File: src/rtl/core/bmhpq_ram.sv
// Generic single-clock RAM with one write port and one registered read port.
// No dependencies.
`timescale 1ns / 1ps

module bmhpq_ram #(
  parameter int unsigned Width = 8,
  parameter int unsigned Depth = 16
) (
  input  logic                     clk_i,
  input  logic                     we_i,
  input  logic [$clog2(Depth)-1:0] waddr_i,
  input  logic [Width-1:0]         wdata_i,
  input  logic                     re_i,
  input  logic [$clog2(Depth)-1:0] raddr_i,
  output logic [Width-1:0]         rdata_o
);

  logic [Width-1:0] mem_q [Depth];
  logic [Width-1:0] rdata_q;

  always_ff @(posedge clk_i) begin
    if (we_i) begin
      mem_q[waddr_i] <= wdata_i;
    end
    if (re_i) begin
      rdata_q <= mem_q[raddr_i];
    end
  end

  assign rdata_o = rdata_q;

endmodule

File: config.mk
export PLATFORM = sky130hd
export DESIGN_NAME = bmhpq_ram
export DESIGN_NICKNAME = d
export VERILOG_FILES = /design/src/rtl/core/bmhpq_ram.sv
export SDC_FILE = /design/constraint.sdc
export NUM_CORES = 1
export LEC_CHECK = 0
export BUFFER_PORTS_ARGS = -buffer_cell sky130_fd_sc_hd__buf_2
export CELL_PAD_IN_SITES_DETAIL_PLACEMENT = 0
export CELL_PAD_IN_SITES_GLOBAL_PLACEMENT = 1
export CORE_ASPECT_RATIO = 0.5
export CORE_MARGIN = 2
export CORE_UTILIZATION = 55
export CTS_CLUSTER_SIZE = 8
export DETAILED_ROUTE_END_ITERATION = 7
export GPL_TIMING_DRIVEN = 0
export PLACE_DENSITY_LB_ADDON = 0.1
export SYNTH_ARGS = -nofsm -noshare
export SYNTH_HDL_FRONTEND = slang
export SYNTH_SLANG_ARGS = --single-unit
File: constraint.sdc
create_clock -name clk_i -period 3.3 [get_ports clk_i]
set_clock_uncertainty 0.1 [all_clocks]
set_input_delay 0.165 -clock clk_i [delete_from_list [all_inputs] [get_ports clk_i]]
set_output_delay 0.165 -clock clk_i [all_outputs]
set_load 0.005 [all_outputs]
## Word-level counts from Yosys, hierarchy flattened

Memories as Yosys holds them, arrays and structs flattened. A register that Yosys moved wholly into a read port is not among the register bits.
Index checks and enable logic that the tools add are counted.

| operators by class | value |
|---|---|
| multiplexer cells | 2 |

Operators with widths:

| cell | count |
|---|---|
| two-way mux 1 bit | 2 |

| word-level totals | value |
|---|---|
| flip-flop bits (word level) | 0 |
| RAM bits | 128 |
| bits of input ports | 19 |
| memories | 1 |

Memory list:

| memory | words | width | read ports | clocked after Yosys merged registers in | wr ports | line | source |
|---|---|---|---|---|---|---|---|
| mem_q | 16 | 8 | 1 | 1 | 1 | 18 | `logic [Width-1:0] mem_q [Depth];` |

## Depth between registers and ports, before layout

Gate-level depths: netlist (run 1).

| logic depth | value |
|---|---|
| depth after elaboration | 2 |
| gate-level depth with buffers | 5 |
| depth with buffers taken out | 3 |

## Worst setup path before layout (run 1)

Ideal clock, no wire load.

| timing | value |
|---|---|
| kind | input to register |
| start | input waddr_i[2] |
| end | memory mem_q[0][0] (enable) |
| setup time | 0.383 ns |
| arrival time | 1.275 ns |
| data required time | 2.817 ns |
| slack | 1.542 ns |
| stages | 2 |
| path buffers | 0 |
| cells stage by stage | or3b_2 -> nor3_1 |

RTL lines:

| what | line | source |
|---|---|---|
| from (decl) | 11 | `input logic [$clog2(Depth)-1:0] waddr_i,` |
| to (decl) | 18 |  |

No word-level cell before the write port.

==> flow_summary.toml, run 1 <==
[yosys]
synthSimpleGateAreaFrac = 0.03135
post_synth_num_cell_types = 18
synth_top_flop_cell = "sky130_fd_sc_hd__edfxtp_1"
synth_nets = 248
yosysWarningCount = 0
fraction_of_the_yosys_area_taken_by_sequential_cells = 0.7812
post_synth_xor_area_fraction = 0
avgSynthCellArea_um2 = 22.83
yosys-top-cells-area = "sky130_fd_sc_hd__edfxtp_1 (78%), sky130_fd_sc_hd__mux4_2 (7.8%), sky130_fd_sc_hd__mux4_1 (7.0%)"
synth_seq_cells = 136
post_synth_fa_ha_maj_area_fraction = 0
ys_top_cells_by_count = "sky130_fd_sc_hd__edfxtp_1 (136), sky130_fd_sc_hd__mux4_2 (18), sky130_fd_sc_hd__a22oi_1 (16)"
synth-compound-area-share = 0.02298
synth_largest_area_cell = "sky130_fd_sc_hd__edfxtp_1"
synth.most_common_cell = "sky130_fd_sc_hd__edfxtp_1"
synthesis.instances = 229
syn-cell-area_mm2 = 0.005228
async_sr_flop_fraction = 0
yosys.area.top_type_share = 0.7812
combinational_family_with_the_most_area_after_synthesis = "multiplexers"
multiplexer_share_of_the_synthesized_area = 0.1479
number_of_flops_mapped_to_enable_cells_by_yosys = 136

[floorplanning]
initial_core_util = 0.5589
fp.dieArea_mm2 = 0.01035
io_pins = 27
die_width_um = 141.9
row_count = 25
die_span_y_um = 72.94
fp.coreArea_mm2 = 0.009353

[global_route]
first_global_vias = 2427
first_pass_grt_wire_length_um = 14670
antenna_found_initial = 0
track_usage = 0.2148
met1_usage_in_global_routing = 0.3047
grt_util_met3 = 0.09646
gr-total-overflow = 0
use_met2 = 0.3037
global_route.peak_usage_layer = "met1"
grt_start_max_net_pins = 17

[pwr]
power.ir.vdd_worst_mv = 0.3871
fin_total_pwr_mw = 3.900
cellLeakagePower_nw = 2.039
power.density_cell_area_mw_per_mm2 = 641.8

[run_status]
outcome = "completed"

[critical_path]
critPathCaptureType = "flip-flop"
top_cell_family_by_delay_on_the_critical_path = "multiplexers"
path_cells = "mux4_1, a22oi_1, nand2_1"
timing.setup.critical_path_class = "reg2reg"
data_arrival_critical_path_ps = 1910
cp.buffers_inverters = 0
required_time_of_the_critical_path_ps = 3340
start_kind = "flip-flop"
crit_path_top_delay_cell = "sky130_fd_sc_hd__mux4_1"
critical_path_peak_fanout = 1
worst_path_largest_cell_delay_ps = 530

[final_layout]
insertedDiodeCount = 0
layout_nets = 295
num-fill-cells = 607
drive_gt1_frac = 0.2872
area.growth.synth_to_final_pct = 16.23

[sta]
report.final.hold_viol_count = 0
unrepaired_setup_endpoints_after_global_routing = "false"
finalSetupViolations = 0
setup_total_negative_slack_ps = 0
fin_crit_ps = 1868
slew_headroom = 0.1630
finalMaxSlewViolations = 0
timing_worst_slew_pin_value_ps = 1246
fin_crit_sh = 0.5662
max_freq_ghz = 0.5352

[clock_network]
htree_levels = 4
cts-resized-gates = 0
worst_skew_pair.late_latency_ps = 410
cts.reportedPaths.clkPinSlew_ps = 50
root_buffer = "sky130_fd_sc_hd__clkbuf_16"
clockBufferDepth = 2
cts_buffers = 17
cts_num_sinks = 136
cts.repair_timing.setup_buffer_count = 0
post_cts_hold_fix_bufs = 1
cts_tree = "yes"

[detailed_routing]
detail_routed_via_count_per_cell = 5.963
drc_errors = 0
first_iter_violations = 216
route.detailed.wl_per_inst_um = 24.07
drtAntennaViolNets = 0
first_pass_iters = 5
vias = 2445
drt_total_wl_um = 9870

[min_path]
min-delay-path-class = "in2reg"

[job]
drv_cap = 0

[place]
gpl.final_weighted_congestion = 0.7850
dp_hpwl_um = 6315
buffer_ports.inserted = 25
-- metrics by stage --
| stage | instances | utilization | area, um2 | setup slack, ps | hold WS (ps) |
|---|---|---|---|---|---|
| finish | 410 | 0.6496 | 6076 | 1432 | 45.59 |
| global route | 410 | 0.6496 | 6076 | 1347 | 29.69 |
| CTS | 408 | 0.6480 | 6061 | 1415 | 27.84 |
| detailed placement | 375 | 0.5885 | 5504 | 980.9 | 413.0 |
| global placement | 375 | 0.5885 | 5504 | 1033 | 395.7 |
| floorplan | 229 | - | 5228 | 1542 | 163.9 |
-- metal layers --
| metal | wire (um) | vias to the layer above |
|---|---|---|
| met5 | 0 | - |
| met4 | 111 | 0 |
| met3 | 777 | 14 |
| met2 | 4534 | 88 |
| met1 | 4447 | 1267 |
| li1 | - | 1076 |
-- flip-flops by register name, indices dropped and copies added, names as in the netlist --
| signal | flops |
|---|---|
| mem_q | 128 |
| rdata_o | 8 |
-- layout by cell type, fill, tap and decap left out --
master,n
sky130_fd_sc_hd__nor2b_1,1
sky130_fd_sc_hd__and2_1,1
sky130_fd_sc_hd__clkdlybuf4s25_2,3
sky130_fd_sc_hd__buf_6,3
sky130_fd_sc_hd__nor3_1,4
sky130_fd_sc_hd__nor2_1,13
sky130_fd_sc_hd__dlygate4sd3_1,1
sky130_fd_sc_hd__clkbuf_16,17
sky130_fd_sc_hd__buf_2,28
sky130_fd_sc_hd__clkinv_1,1
sky130_fd_sc_hd__buf_4,1
sky130_fd_sc_hd__a22oi_1,16
sky130_fd_sc_hd__mux4_1,14
sky130_fd_sc_hd__nand3b_1,2
sky130_fd_sc_hd__edfxtp_1,136
sky130_fd_sc_hd__nand2b_1,2
sky130_fd_sc_hd__and2b_1,1
sky130_fd_sc_hd__clkinvlp_4,1
sky130_fd_sc_hd__nand2_1,9
sky130_fd_sc_hd__bufinv_16,2
sky130_fd_sc_hd__clkinv_2,7
sky130_fd_sc_hd__clkbuf_1,4
sky130_fd_sc_hd__clkbuf_4,2
sky130_fd_sc_hd__mux4_2,18
sky130_fd_sc_hd__or3b_2,1
sky130_fd_sc_hd__nand3_1,1
-- cells by family (layout without fill, tap and decap cells) --
logic type      Yosys count  in the layout
compound gates           16             16
simple gates             35             35
buf+inv                  10             70
flops                   136            136
mux                      32             32
-- path summary, 6_finish.rpt --
| path | startpoint | to | slack (ps) | cells after the start |
|---|---|---|---|---|
| setup / recovery | mem_q[1][2]$_DFFE_PP_ | rdata_o[2]$_DFFE_PP_ | 1430 | 3 |
| hold reg to reg | mem_q[14][1]$_DFFE_PP_ | rdata_o[1]$_DFFE_PP_ | 650 | 3 |
| hold / removal | wdata_i[5] | mem_q[6][5]$_DFFE_PP_ | 50 | 1 |
| setup reg to reg | mem_q[1][2]$_DFFE_PP_ | rdata_o[2]$_DFFE_PP_ | 1430 | 3 |
-- layout make-up --
class	instances	area, um2	share of cell area
plain buffers	10	86.33	0.01421
clock buffers	21	440.4	0.07249
clock inverters	11	106.4	0.01750
multi-input cells	83	1057	0.1740
flip-flops and latches	136	4084	0.6722
well taps	121	151.4	0.02492
repair buffers	28	150.1	0.02471
-- power by group --
group          internal [mW]  switching, mW
Clock                   1.10          0.664
Sequential              1.95        0.00793
Combinational         0.0758          0.107
Total                   3.12          0.779
Note: power is estimated with default switching activity, not from simulation.
==> inputs of run 2 (changes only) <==
Settings changed: CORE_UTILIZATION 55 to 48.
Clock period 3.3 ns to 1.6 ns, I/O delays scaled along.
==> run 2 against run 1 <==
Hold slack lost 32 ps; via count is 0.37% higher; the run now ends with setup timing left; die area rose by 14%; combinational power increased by 130%; routed wire length is 6.9% higher; power up 110%.
==> flow_summary.toml, run 2 (synthesis gave the netlist of run 1 again) <==
[critical_path]
required_time_of_the_critical_path_ps = 1650
start_kind = "flip-flop"
top_cell_family_by_delay_on_the_critical_path = "multiplexers"
timing.setup.critical_path_class = "reg2reg"
data_arrival_critical_path_ps = 1710
worst_path_largest_cell_delay_ps = 490
cp.buffers_inverters = 0
critical_path_peak_fanout = 1
path_cells = "mux4_2, a22oi_2, nand2_1"
crit_path_top_delay_cell = "sky130_fd_sc_hd__mux4_2"
critPathCaptureType = "flip-flop"

[pwr]
power.density_cell_area_mw_per_mm2 = 1328
cellLeakagePower_nw = 2.025
fin_total_pwr_mw = 8.223
power.ir.vdd_worst_mv = 0.7894

[sta]
slew_headroom = 0.1633
whs_ps = 13.67
fin_crit_ps = 1664
timing.final.ws_setup_ps = -63.92
max_freq_ghz = 0.6010
finalMaxSlewViolations = 0
timing_worst_slew_pin_value_ps = 1246
fin_crit_sh = 1.040
unrepaired_setup_endpoints_after_global_routing = "true"
finalSetupViolations = 3
report.final.hold_viol_count = 0

[clock_network]
cts.reportedPaths.clkPinSlew_ps = 60
root_buffer = "sky130_fd_sc_hd__clkbuf_16"
cts_buffers = 17
clockBufferDepth = 2
cts.repair_timing.setup_buffer_count = 0
worst_skew_pair.late_latency_ps = 410
htree_levels = 4
cts_num_sinks = 136
cts_tree = "yes"

[final_layout]
layout.cells.most_common_list = "sky130_fd_sc_hd__edfxtp_1 (136), sky130_fd_sc_hd__buf_2 (28), sky130_fd_sc_hd__mux4_2 (27), sky130_fd_sc_hd__clkbuf_16 (17), sky130_fd_sc_hd__nor2_1 (13)"
area.growth.synth_to_final_pct = 18.45
final_common_cell = "sky130_fd_sc_hd__edfxtp_1"
layout_nets = 299
num-fill-cells = 752
largest-register = "mem_q"
drive_gt1_frac = 0.3425
number_of_flip_flops_in_the_largest_register = 128
insertedDiodeCount = 0

[detailed_routing]
first_pass_iters = 4
drt_total_wl_um = 10550
route.detailed.wl_per_inst_um = 24.43
detail_routed_via_count_per_cell = 5.681
drtAntennaViolNets = 0
first_iter_violations = 217
drc_errors = 0
vias = 2454

[floorplanning]
fp.dieArea_mm2 = 0.01179
row_count = 26
die_span_y_um = 77.79
die_width_um = 151.6
io_pins = 27
fp.coreArea_mm2 = 0.01041
initial_core_util = 0.5022

[global_route]
track_usage = 0.2002
use_met2 = 0.2973
antenna_found_initial = 0
first_pass_grt_wire_length_um = 15880
grt_util_met3 = 0.05647
global_route.peak_usage_layer = "met2"
gr-total-overflow = 0
first_global_vias = 2624
grt_start_max_net_pins = 17
met1_usage_in_global_routing = 0.2900

[job]
drv_cap = 0

[min_path]
min-delay-path-class = "in2reg"

[place]
dp_hpwl_um = 6803
dp_worst_setup_slack_ps = -429.6
buffer_ports.inserted = 25
gpl.final_weighted_congestion = 0.7195

[run_status]
violations_in_the_final_reports = "setup timing"
outcome = "finished, violations left"
[run 2: repair_timing]
action / 4_1_cts / 5_1_grt
setup endpoints to repair: 15 / 15
hold buffers: 7 / 0
hold endpoints to repair: 104 / 0
pin swaps: 6 / 2
resized for setup: 12 / 8
[run 2: path summary, 6_finish.rpt]
| path | from | to | slack (ps) | cells after the start |
|---|---|---|---|---|
| max | mem_q[0][1]$_DFFE_PP_ | rdata_o[1]$_DFFE_PP_ | -60 | 3 |
| min | wdata_i[7] | mem_q[1][7]$_DFFE_PP_ | 10 | 1 |
| max reg2reg | mem_q[0][1]$_DFFE_PP_ | rdata_o[1]$_DFFE_PP_ | -60 | 3 |
| min reg2reg | mem_q[12][7]$_DFFE_PP_ | rdata_o[7]$_DFFE_PP_ | 650 | 3 |
[run 2: area by class of cell]
class | count | area [um2] | share of cell area
multi-input cells | 83 | 1084 | 0.1750
clock buffers | 20 | 436.7 | 0.07052
plain buffers | 10 | 86.33 | 0.01394
clock inverters | 11 | 131.4 | 0.02122
repair buffers | 32 | 195.2 | 0.03152
flip-flops and latches | 136 | 4084 | 0.6595
well taps | 140 | 175.2 | 0.02829
[run 2: report_power, final]
part	switching [mW]	leakage, nW	total, mW	internal, mW
clock network	1.36	0.272	3.77	2.41
registers	0.0183	1.24	4.04	4.02
logic	0.242	0.516	0.417	0.175
total	1.62	2.02	8.22	6.61
[run 2: stage by stage]
| stage | std cells | utilization | cell area [um2] | TNS (ps) |
|---|---|---|---|---|
| CTS | 432 | 0.5952 | 6196 | -65.99 |
| floorplan | 229 | - | 5233 | 0 |
| detailed placement | 394 | 0.5315 | 5533 | -19020 |
| finish | 432 | 0.5948 | 6192 | -134.9 |
| global placement | 394 | 0.5315 | 5533 | -16850 |
| global route | 432 | 0.5948 | 6192 | -251.1 |
[run 2: layer usage]
layer  part of all wire  up-vias
li1                   -     1080
met1               0.44     1283
met2               0.47       86
met3              0.081        5
met4             0.0052        0
met5                  0        -
==> inputs of run 3 (changes only) <==
Settings changed: BUFFER_PORTS_ARGS -buffer_cell sky130_fd_sc_hd__buf_2 to -buffer_cell sky130_fd_sc_hd__clkbuf_2.
==> run 3 against run 2 <==
The flow still finishes with violations (setup timing); critical path depth did not move; setup slack gained 19 ps; fmax rose by 1.1%; critical endpoint is now rdata_o[2]$_DFFE_PP_; combinational power shrank 4%.
==> flow_summary.toml, run 3 (synthesis gave the netlist of run 1 again) <==
[floorplanning]
die_width_um = 151.6
fp.coreArea_mm2 = 0.01041
initial_core_util = 0.5022
fp.dieArea_mm2 = 0.01179
io_pins = 27
row_count = 26
die_span_y_um = 77.79

[global_route]
gr-total-overflow = 0
first_global_vias = 2678
antenna_found_initial = 0
first_pass_grt_wire_length_um = 15840
track_usage = 0.1985
grt_start_max_net_pins = 17

[sta]
setup_total_negative_slack_ps = -104.9
timing_worst_slew_pin_value_ps = 857.2
whs_ps = 18.08
fin_crit_ps = 1645
finalMaxSlewViolations = 0
slew_headroom = 0.4264
unrepaired_setup_endpoints_after_global_routing = "true"
report.final.hold_viol_count = 0
finalSetupViolations = 3
fin_crit_sh = 1.028
timing.final.ws_setup_ps = -45.27
max_freq_ghz = 0.6078

[final_layout]
layout_nets = 293
final_cell_count_no_fill = 426
final_common_cell = "sky130_fd_sc_hd__edfxtp_1"
layout.cells.most_common_list = "sky130_fd_sc_hd__edfxtp_1 (136), sky130_fd_sc_hd__mux4_2 (26), sky130_fd_sc_hd__clkbuf_2 (25), sky130_fd_sc_hd__clkbuf_16 (17), sky130_fd_sc_hd__nor2_1 (13)"
post-route-util = 0.5939
layout.area.seq_mm2 = 0.004084
insertedDiodeCount = 0
multi_input_comb_area_mm2 = 0.001092
drive_gt1_frac = 0.3601
area.growth.synth_to_final_pct = 18.26
largest-register = "mem_q"
num-fill-cells = 766
number_of_flip_flops_in_the_largest_register = 128
final_design_area_no_fill_mm2 = 0.006182

[run_status]
outcome = "finished, violations left"
violations_in_the_final_reports = "setup timing"

[pwr]
power.ir.vdd_worst_mv = 0.7734
cellLeakagePower_nw = 2.021
power.density_cell_area_mw_per_mm2 = 1362
fin_total_pwr_mw = 8.421

[critical_path]
required_time_of_the_critical_path_ps = 1650
critical_path_peak_fanout = 1
critPathCaptureType = "flip-flop"
data_arrival_critical_path_ps = 1690
start_kind = "flip-flop"
timing.setup.critical_path_class = "reg2reg"

[detailed_routing]
route.detailed.wl_per_inst_um = 24.40
detail_routed_via_count_per_cell = 5.761
drtAntennaViolNets = 0
vias = 2454
first_pass_iters = 4
first_iter_violations = 217
drc_errors = 0
drt_total_wl_um = 10400

[clock_network]
cts_tree = "yes"
htree_levels = 4
worst_skew_pair.late_latency_ps = 410
cts.reportedPaths.clkPinSlew_ps = 60
clockBufferDepth = 2
root_buffer = "sky130_fd_sc_hd__clkbuf_16"
cts.repair_timing.setup_buffer_count = 0
cts_buffers = 17
cts_num_sinks = 136

[place]
buffer_ports.inserted = 25
post-place-cells = 394
dp_worst_setup_slack_ps = -436.2
gpl.final_weighted_congestion = 0.7580
postPlaceCellArea_mm2 = 0.005533
dp_hpwl_um = 6806

[min_path]
min-delay-path-class = "in2reg"

[job]
drv_cap = 0
## run 3: cell types whose count changed in the layout (fill, tap and decap cells not counted), sizes merged
cell,delta
buf,-25
clkbuf,+23
bufinv,+1
clkinvlp,+2
dlygate4sd3,-6
clkinv,-1
## run 3: layer usage
| metal | vias to the layer above | global-route usage | wire length, um |
|---|---|---|---|
| met1 | 1273 | 0.2855 | 4346 |
| li1 | 1067 | - | - |
| met5 | - | 0 | 0 |
| met4 | 0 | 0.07315 | 135 |
| met2 | 101 | 0.2891 | 4785 |
| met3 | 13 | 0.06118 | 1128 |
## run 3: report_power, final
| group | total (mW) | switching, mW | internal [mW] |
|---|---|---|---|
| logic | 0.402 | 0.238 | 0.165 |
| clock network | 3.98 | 1.40 | 2.58 |
| registers | 4.04 | 0.0190 | 4.02 |
| total | 8.42 | 1.65 | 6.77 |
## run 3: cell type report
cell class,count,area share
multi-input cells,83,0.1767
flip-flops and latches,136,0.6606
well taps,140,0.02833
clock buffers,18,0.06942
clock inverters,13,0.02914
repair buffers,26,0.02186
plain buffers,10,0.01396
## run 3: path summary, 6_finish.rpt
path | slack (ps) | start | endpoint | cells after the start
worst max-delay path | -50 | mem_q[3][2]$_DFFE_PP_ | rdata_o[2]$_DFFE_PP_ | 3
worst min register to register | 670 | mem_q[14][3]$_DFFE_PP_ | rdata_o[3]$_DFFE_PP_ | 3
worst min-delay path | 20 | wdata_i[6] | mem_q[13][6]$_DFFE_PP_ | 1
worst max register to register | -50 | mem_q[3][2]$_DFFE_PP_ | rdata_o[2]$_DFFE_PP_ | 3
## run 3: what timing repair did
action | 4_1_cts | 5_1_grt
endpoints found under the hold margin | 8 | 0
hold buffers | 1 | 0
setup endpoints to repair | 23 | 16
resized for setup | 14 | 6
pin swaps | 7 | 1
## run 3: worst max-delay path: stages (launching register included)
cell,delay [ps]
sky130_fd_sc_hd__edfxtp_1,360
sky130_fd_sc_hd__mux4_2,500
sky130_fd_sc_hd__a22oi_2,300
sky130_fd_sc_hd__nand2_1,120
